==> config.mk <==
export PLATFORM = sky130hd
export DESIGN_NAME = unix_time_to_calendar_top
export DESIGN_NICKNAME = d
export VERILOG_FILES = /design/src/design/u2cal_pkg.sv /design/src/design/unix_time_to_calendar_top.sv
export SDC_FILE = /design/constraint.sdc
export NUM_CORES = 2
export LEC_CHECK = 0
export ABC_CLOCK_PERIOD_IN_PS = 6700
export BUFFER_PORTS_ARGS = -buffer_cell sky130_fd_sc_hd__buf_2
export CORE_ASPECT_RATIO = 1.5
export CORE_UTILIZATION = 55
export DETAILED_ROUTE_END_ITERATION = 12
export GPL_ROUTABILITY_DRIVEN = 0
export GPL_TIMING_DRIVEN = 0
export PLACE_DENSITY_LB_ADDON = 0.12
export SLEW_MARGIN = 25
export SYNTH_ARGS = -nofsm -noshare
export SYNTH_HDL_FRONTEND = slang
export SYNTH_SLANG_ARGS = --single-unit
==> constraint.sdc <==
create_clock -name clk -period 6.7 [get_ports clk]
set_input_delay 0.67 -clock clk [delete_from_list [all_inputs] [get_ports clk]]
set_output_delay 0.67 -clock clk [all_outputs]
set_load 0.03 [all_outputs]
==> src/design/u2cal_pkg.sv <==
`default_nettype none

package u2cal_pkg;

  localparam int unsigned STAGES = 7;

  // 2000-01-01 00:00:00 UTC
  localparam logic [31:0] EPOCH_2000 = 32'd946684800;

  localparam logic [16:0] SECS_PER_DAY  = 17'd86400;
  localparam logic [11:0] SECS_PER_HOUR = 12'd3600;
  localparam logic [11:0] SECS_PER_MIN  = 12'd60;
  localparam logic [10:0] BLOCK_DAYS    = 11'd1461;
  localparam logic [10:0] COMMON_DAYS   = 11'd365;
  localparam logic [10:0] LEAP_DAYS     = 11'd366;
  localparam logic [11:0] BASE_YEAR     = 12'd1970;

  // years of a block run 365, 365, 366, 365 days
  localparam logic [10:0] Y1_START = COMMON_DAYS;
  localparam logic [10:0] Y2_START = 11'(2 * COMMON_DAYS);
  localparam logic [10:0] Y3_START = 11'(2 * COMMON_DAYS + LEAP_DAYS);

  // 1970-01-01 was a Thursday
  localparam logic [17:0] WEEK_OFFSET   = 18'd3;
  localparam logic [3:0]  DAYS_PER_WEEK = 4'd7;

  // Exact reciprocal multipliers: ceil(2^k / d) with k = input bits + ceil(log2 d).
  // days = (ts >> 7) / 675, 25-bit dividend
  localparam int unsigned DAY_SHIFT = 35;
  localparam logic [25:0] DAY_MULT =
    26'(((64'd1 << DAY_SHIFT) + 64'd674) / 64'd675);
  // block = days / 1461, 16-bit dividend
  localparam int unsigned BLOCK_SHIFT = 27;
  localparam logic [16:0] BLOCK_MULT =
    17'(((64'd1 << BLOCK_SHIFT) + 64'd1460) / 64'd1461);
  // hour = (secs >> 4) / 225, 13-bit dividend
  localparam int unsigned HOUR_SHIFT = 21;
  localparam logic [13:0] HOUR_MULT =
    14'(((64'd1 << HOUR_SHIFT) + 64'd224) / 64'd225);
  // minute = (rem >> 2) / 15, 10-bit dividend
  localparam int unsigned MIN_SHIFT = 14;
  localparam logic [10:0] MIN_MULT =
    11'(((64'd1 << MIN_SHIFT) + 64'd14) / 64'd15);

  // Day of year at which each month starts, common year
  localparam logic [8:0] MONTH_START [12] = '{
    9'd0, 9'd31, 9'd59, 9'd90, 9'd120, 9'd151,
    9'd181, 9'd212, 9'd243, 9'd273, 9'd304, 9'd334
  };

endpackage

`default_nettype wire

==> src/design/unix_time_to_calendar_top.sv <==
// An accepted item passes through stage registers 1 to 7 in order; out_valid is the stage 7 valid bit.
// Throughput: one item per cycle while out_ready is high; a 7-register pipeline
// that does its divisions as constant multiplies (reciprocal division).
// Each stage advances whenever the stage after it is empty or moving on.
// Reset (rst_n, synchronous, active low) clears the stage valid bits only.
`default_nettype none

module unix_time_to_calendar_top (
  input  wire logic        clk,
  input  wire logic        rst_n,
  input  wire logic        in_valid,
  output logic             in_ready,
  input  wire logic [31:0] in_unix_seconds,
  output logic             out_valid,
  input  wire logic        out_ready,
  output logic             out_status,
  output logic [11:0]      out_year,
  output logic [3:0]       out_month,
  output logic [4:0]       out_day_of_month,
  output logic [4:0]       out_hour,
  output logic [5:0]       out_minute,
  output logic [5:0]       out_second,
  output logic [2:0]       out_weekday
);

  // ---------------- pipeline control ----------------
  logic [u2cal_pkg::STAGES:1]   vld_r;
  logic [u2cal_pkg::STAGES+1:1] en;
  logic [u2cal_pkg::STAGES:2]   err_r;

  always_comb begin
    en[u2cal_pkg::STAGES+1] = out_ready;
    for (int k = u2cal_pkg::STAGES; k >= 1; k--) begin
      en[k] = !vld_r[k] || en[k+1];
    end
  end

  assign in_ready  = en[1];
  assign out_valid = vld_r[u2cal_pkg::STAGES];

  always_ff @(posedge clk) begin
    if (!rst_n) begin
      vld_r <= '0;
    end else begin
      if (en[1]) vld_r[1] <= in_valid;
      for (int k = 2; k <= u2cal_pkg::STAGES; k++) begin
        if (en[k]) vld_r[k] <= vld_r[k-1];
      end
    end
  end

  // ---------------- stage 1: input register ----------------
  logic [31:0] s1_ts_r;

  always_ff @(posedge clk) begin
    if (en[1]) s1_ts_r <= in_unix_seconds;
  end

  // ---------------- stage 2: day count ----------------
  logic [50:0] day_prod;
  logic [15:0] s2_days_r;
  logic [16:0] s2_tslo_r;

  assign day_prod = 51'(s1_ts_r[31:7]) * 51'(u2cal_pkg::DAY_MULT);

  always_ff @(posedge clk) begin
    if (en[2]) begin
      s2_days_r <= day_prod[u2cal_pkg::DAY_SHIFT +: 16];
      s2_tslo_r <= s1_ts_r[16:0];
      err_r[2]  <= (s1_ts_r < u2cal_pkg::EPOCH_2000);
    end
  end

  // ---------------- stage 3: seconds of day, block, weekday ----------------
  logic [16:0] day_secs;
  logic [32:0] blk_prod;
  logic [17:0] wk_t;
  logic [5:0]  wk_sum;
  logic [3:0]  wk_fold;
  logic [3:0]  wk_mod;
  logic [15:0] s3_days_r;
  logic [16:0] s3_secs_r;
  logic [5:0]  s3_block_r;
  logic [2:0]  s3_wday_r;

  assign day_secs = s2_tslo_r - 17'(s2_days_r * u2cal_pkg::SECS_PER_DAY);
  assign blk_prod = 33'(s2_days_r) * 33'(u2cal_pkg::BLOCK_MULT);

  // mod 7 by summing octal digits, since 8 = 1 mod 7
  always_comb begin
    wk_t   = 18'(s2_days_r) + u2cal_pkg::WEEK_OFFSET;
    wk_sum = '0;
    for (int g = 0; g < 6; g++) begin
      wk_sum = wk_sum + 6'(wk_t[3*g +: 3]);
    end
    wk_fold = 4'(wk_sum[5:3]) + 4'(wk_sum[2:0]);
    wk_mod  = (wk_fold >= u2cal_pkg::DAYS_PER_WEEK) ?
              wk_fold - u2cal_pkg::DAYS_PER_WEEK : wk_fold;
  end

  always_ff @(posedge clk) begin
    if (en[3]) begin
      s3_days_r  <= s2_days_r;
      s3_secs_r  <= day_secs;
      s3_block_r <= blk_prod[u2cal_pkg::BLOCK_SHIFT +: 6];
      s3_wday_r  <= wk_mod[2:0] + 3'd1;
      err_r[3]   <= err_r[2];
    end
  end

  // ---------------- stage 4: day in block, hour ----------------
  logic [15:0] blk_days;
  logic [15:0] blk_rem;
  logic [26:0] hour_prod;
  logic [10:0] s4_doyb_r;
  logic [11:0] s4_year_r;
  logic [16:0] s4_secs_r;
  logic [4:0]  s4_hour_r;
  logic [2:0]  s4_wday_r;

  assign blk_days  = 16'(s3_block_r) * 16'(u2cal_pkg::BLOCK_DAYS);
  assign blk_rem   = s3_days_r - blk_days;
  assign hour_prod = 27'(s3_secs_r[16:4]) * 27'(u2cal_pkg::HOUR_MULT);

  always_ff @(posedge clk) begin
    if (en[4]) begin
      s4_doyb_r <= blk_rem[10:0];
      s4_year_r <= u2cal_pkg::BASE_YEAR + {4'd0, s3_block_r, 2'b00};
      s4_secs_r <= s3_secs_r;
      s4_hour_r <= hour_prod[u2cal_pkg::HOUR_SHIFT +: 5];
      s4_wday_r <= s3_wday_r;
      err_r[4]  <= err_r[3];
    end
  end

  // ---------------- stage 5: year in block, seconds of hour ----------------
  logic [1:0]  yr_idx;
  logic [10:0] yr_off;
  logic [10:0] doy_full;
  logic [11:0] year_full;
  logic [16:0] hour_secs;
  logic [16:0] hr_rem;
  logic [8:0]  s5_doy_r;
  logic [11:0] s5_year_r;
  logic        s5_leap_r;
  logic [11:0] s5_remh_r;
  logic [4:0]  s5_hour_r;
  logic [2:0]  s5_wday_r;

  always_comb begin
    if (s4_doyb_r >= u2cal_pkg::Y3_START) begin
      yr_idx = 2'd3;
      yr_off = u2cal_pkg::Y3_START;
    end else if (s4_doyb_r >= u2cal_pkg::Y2_START) begin
      yr_idx = 2'd2;
      yr_off = u2cal_pkg::Y2_START;
    end else if (s4_doyb_r >= u2cal_pkg::Y1_START) begin
      yr_idx = 2'd1;
      yr_off = u2cal_pkg::Y1_START;
    end else begin
      yr_idx = 2'd0;
      yr_off = '0;
    end
    doy_full  = s4_doyb_r - yr_off;
    year_full = s4_year_r + 12'(yr_idx);
  end

  assign hour_secs = 17'(s4_hour_r) * 17'(u2cal_pkg::SECS_PER_HOUR);
  assign hr_rem    = s4_secs_r - hour_secs;

  always_ff @(posedge clk) begin
    if (en[5]) begin
      s5_doy_r  <= doy_full[8:0];
      s5_year_r <= year_full;
      s5_leap_r <= (year_full[1:0] == 2'b00);
      s5_remh_r <= hr_rem[11:0];
      s5_hour_r <= s4_hour_r;
      s5_wday_r <= s4_wday_r;
      err_r[5]  <= err_r[4];
    end
  end

  // ---------------- stage 6: month, day, minute ----------------
  logic [3:0]  mon_idx;
  logic [8:0]  mon_base;
  logic [8:0]  day_ofs;
  logic [20:0] min_prod;
  logic [3:0]  s6_month_r;
  logic [4:0]  s6_day_r;
  logic [5:0]  s6_minute_r;
  logic [11:0] s6_remh_r;
  logic [11:0] s6_year_r;
  logic [4:0]  s6_hour_r;
  logic [2:0]  s6_wday_r;

  // month starts are increasing, so the last one reached wins
  always_comb begin
    mon_idx = '0;
    for (int m = 1; m < 12; m++) begin
      if (s5_doy_r >= u2cal_pkg::MONTH_START[4'(m)] + 9'((m >= 2) && s5_leap_r)) begin
        mon_idx = 4'(m);
      end
    end
    mon_base = u2cal_pkg::MONTH_START[mon_idx] + 9'((mon_idx >= 4'd2) && s5_leap_r);
    day_ofs  = s5_doy_r - mon_base;
  end

  assign min_prod = 21'(s5_remh_r[11:2]) * 21'(u2cal_pkg::MIN_MULT);

  always_ff @(posedge clk) begin
    if (en[6]) begin
      s6_month_r  <= mon_idx + 4'd1;
      s6_day_r    <= day_ofs[4:0] + 5'd1;
      s6_minute_r <= min_prod[u2cal_pkg::MIN_SHIFT +: 6];
      s6_remh_r   <= s5_remh_r;
      s6_year_r   <= s5_year_r;
      s6_hour_r   <= s5_hour_r;
      s6_wday_r   <= s5_wday_r;
      err_r[6]    <= err_r[5];
    end
  end

  // ---------------- stage 7: second, result register ----------------
  logic [11:0] min_secs;
  logic [11:0] sec_rem;
  logic [11:0] year_r;
  logic [3:0]  month_r;
  logic [4:0]  day_r;
  logic [4:0]  hour_r;
  logic [5:0]  minute_r;
  logic [5:0]  second_r;
  logic [2:0]  wday_r;

  assign min_secs = 12'(s6_minute_r) * u2cal_pkg::SECS_PER_MIN;
  assign sec_rem  = s6_remh_r - min_secs;

  always_ff @(posedge clk) begin
    if (en[7]) begin
      err_r[7] <= err_r[6];
      if (err_r[6]) begin
        year_r   <= '0;
        month_r  <= '0;
        day_r    <= '0;
        hour_r   <= '0;
        minute_r <= '0;
        second_r <= '0;
        wday_r   <= '0;
      end else begin
        year_r   <= s6_year_r;
        month_r  <= s6_month_r;
        day_r    <= s6_day_r;
        hour_r   <= s6_hour_r;
        minute_r <= s6_minute_r;
        second_r <= sec_rem[5:0];
        wday_r   <= s6_wday_r;
      end
    end
  end

  assign out_status       = err_r[7];
  assign out_year         = year_r;
  assign out_month        = month_r;
  assign out_day_of_month = day_r;
  assign out_hour         = hour_r;
  assign out_minute       = minute_r;
  assign out_second       = second_r;
  assign out_weekday      = wday_r;

`ifndef NO_ASSERTIONS
  a_err_zero: assert property (@(posedge clk) disable iff (!rst_n)
    out_valid && out_status |-> out_year == 12'd0 && out_month == 4'd0 &&
      out_day_of_month == 5'd0 && out_hour == 5'd0 && out_minute == 6'd0 &&
      out_second == 6'd0 && out_weekday == 3'd0)
    else $error("range error result carries nonzero fields");

  a_ok_range: assert property (@(posedge clk) disable iff (!rst_n)
    out_valid && !out_status |-> out_month >= 4'd1 && out_month <= 4'd12 &&
      out_day_of_month >= 5'd1 && out_hour <= 5'd23 && out_minute <= 6'd59 &&
      out_second <= 6'd59 && out_weekday >= 3'd1 && out_weekday <= 3'd7)
    else $error("calendar field out of range");

  a_accept_loads: assert property (@(posedge clk) disable iff (!rst_n)
    in_valid && in_ready |=> vld_r[1])
    else $error("accepted item did not enter the pipeline");
`endif

endmodule

`default_nettype wire

==> flow_summary.json <==
{
  "outcome": "finished, final reports clean",
  "grt_pass1_vias": 21200,
  "syn_area_per_cell_um2": 11.4,
  "syn_area_um2": 30700,
  "yosysSeqAreaShare_pct": 27.0,
  "hp-class": "input pin to flop",
  "wl_met1_um": 21900,
  "synth_area_leaders": "edfxtp_1 (27%), ha_1 (27%), fa_1 (23%)",
  "slew_viol_final": 0,
  "cts.sinks": 279,
  "dpl.hpwl_um": 53700,
  "fin_skew_ns": 0.0465,
  "critPathArrivalTime_ns": 6.85,
  "drc": 0,
  "final_hold_viol_count": 0,
  "max_freq_mhz": 154,
  "clk_latency_ns": 0.61,
  "totalWireLength_um": 65100,
  "r2r_slack_ns": 0.20,
  "mostFrequentLayoutCells": "inv_1 (720), ha_1 (649), fa_1 (355)",
  "top_layer_used": "met4",
  "vias": 19200,
  "root_buffer": "clkbuf_16",
  "clk_path_buf_depth": 3,
  "synth_top_area_cell": "edfxtp_1",
  "drt-initial-drc-count": 526,
  "die-area_um2": 56800,
  "met3_length_um": 1920,
  "synth_flop_cell": "edfxtp_1",
  "worstMarginPinSlew_ns": 1.11,
  "finalSetupTns_ns": 0,
  "path_max_fanout": 6,
  "maxSlewHeadroom_pct": 25.4,
  "fill_cells": 4468,
  "fin_ws_ns": 0.197,
  "cp-end-kind": "flop",
  "setup_viol": 0,
  "drtAntennaViolNets": 0,
  "place_ws_ns": -0.747,
  "cap_violations": 0,
  "syn_inst": 2698,
  "drive_gt1_share_pct": 8.13,
  "start_kind": "flop",
  "chipWidth_um": 195,
  "synthDistinctLibCells": 59,
  "holdBufCountCts": 0,
  "diodes": 0,
  "layout.cells.non_filler": 3597,
  "criticalPathCategory": "flop to flop",
  "netlist.area_leader.share_pct": 26.6,
  "grt_max_degree": 43,
  "grt_first_pass_wirelength_um": 106000,
  "cts_max_level": 1,
  "syn_to_final_growth_pct": 9.77,
  "fin_crit_ns": 6.50,
  "tritoncts.num_buffers": 30,
  "dr.pass1.iters": 5,
  "cts_tree": "built",
  "num_io_pins": 80,
  "die_h_um": 291,
  "antenna_found_initial": 0,
  "dp_cells": 3477,
  "min_path_cells": 1,
  "initial_core_util_pct": 56.0,
  "routedWlPerCell_um": 18.1,
  "portBuffers": 79,
  "route.met2.wl_um": 36400,
  "synthArstFlopShare_pct": 0,
  "ys_ff_latch": 279,
  "viasPerCell": 5.33,
  "finalCritPeriodShare_pct": 97.1,
  "fp-row-count": 105,
  "grt-ovfl-total": 0,
  "worstRegToRegCells": 22,
  "path_clk_slew_ns": 0.08,
  "yosysWarnings": 0,
  "core_area_um2": 54900,
  "synth_edf_count": 272,
  "fin_nets": 3922,
  "layout_commonest_cell": "inv_1",
  "grt_usage_pct": 24.1,
  "syn_nets": 3741,
  "critPathRequiredTime_ns": 7.05
}
## layout make-up
type                            count  area (um^2)  area share, %
Buffer                              5         18.8         0.0556
Clock buffer                       34          766           2.27
Clock inverter                     21          241          0.716
Inverter                          724         2720           8.06
Multi-Input combinational cell   1689        19800           58.8
Sequential cell                   279         8310           24.6
Tap cell                          695          870           2.58
Timing Repair Buffer              150          991           2.94
## state kept, by name, summed over array words and instances (netlist names), 16 cells and up
| signal | count |
|---|---|
| s2_days_r | 16 |
| s2_tslo_r | 17 |
| s3_secs_r | 17 |
| s1_ts_r | 32 |
## through the flow
step                hold WS, ns  cell area, um^2  utilization (%)
finish                    0.229            33700             61.4
global route              0.199            33700             61.4
CTS                       0.188            33400             60.8
detailed placement        0.405            32100             58.5
global placement          0.401            32000             58.3
floorplan                 0.400            30700                -
## cells in the mapped netlist, drive strengths merged, types with 5 or more instances
library cell and count:
nand3 21, xnor2 97, a31oi 7, o21ai 54
dfxtp 7, and2 8, o21bai 11, o21a 14
and3 13, edfxtp 272, a21boi 7, nand4 17
o211ai 7, nand2b 18, a21o 45, a211oi 10
nand2 63, a2111oi 5, a211o 5, fa 355
ha 652, nor2b 56, clkbuf 6, nor3 13
inv 724, nor2 42, a21oi 87, xor2 38
## routing by layer
metal | vias up | track usage [%]
met5 | - | 0
met4 | 0 | 16.3
met3 | 210 | 2.22
met2 | 418 | 47.7
met1 | 9383 | 23.0
li1 | 9160 | -
## what timing repair did
action / in CTS / in global routing
gates resized for setup: 4 / 18
pin swaps: 1 / 6
endpoints found under the setup margin: 14 / 17
buffers inserted: 36 / 30
## kinds of logic (layout without fill, tap and decap cells)
kind of cell / count (synthesis) / count (layout) / share of synthesized area, %
AOI/OAI and AO/OA: 281 / 281 / 6.03
xor gates and xnor gates: 135 / 135 / 3.85
adders and majority gates: 1007 / 1007 / 49.7
buffers and inverters: 730 / 934 / 8.92
DFF: 279 / 279 / 27.0
muxes: 1 / 1 / 0.0366
and+or+nand+nor: 265 / 265 / 4.46
## critical path: stages (launching register included)
cell and delay (ns):
edfxtp_1 0.49, buf_4 0.19, inv_1 0.15, ha_1 0.26, inv_1 0.12, fa_1 0.45
ha_1 0.32, fa_1 0.48, fa_1 0.52, fa_1 0.59, inv_1 0.07, fa_1 0.54
inv_1 0.06, ha_4 0.32, nand4_1 0.20, buf_4 0.20, nor4_4 0.25, nand2b_1 0.16
o32ai_4 0.33, o41ai_2 0.14, buf_4 0.15, a21oi_1 0.15, xnor2_1 0.09
## path summary, 6_finish.rpt
kind                                           from            end
worst min-delay path            in_unix_seconds[19]    s1_ts_r[19]
worst max-delay path                    s1_ts_r[21]  s2_days_r[15]
worst max register to register          s1_ts_r[21]  s2_days_r[15]
worst min register to register         s5_wday_r[1]   s6_wday_r[1]
Power is not shown: default switching activity piles up to over one toggle a cycle in this logic, so the estimate is an artifact.
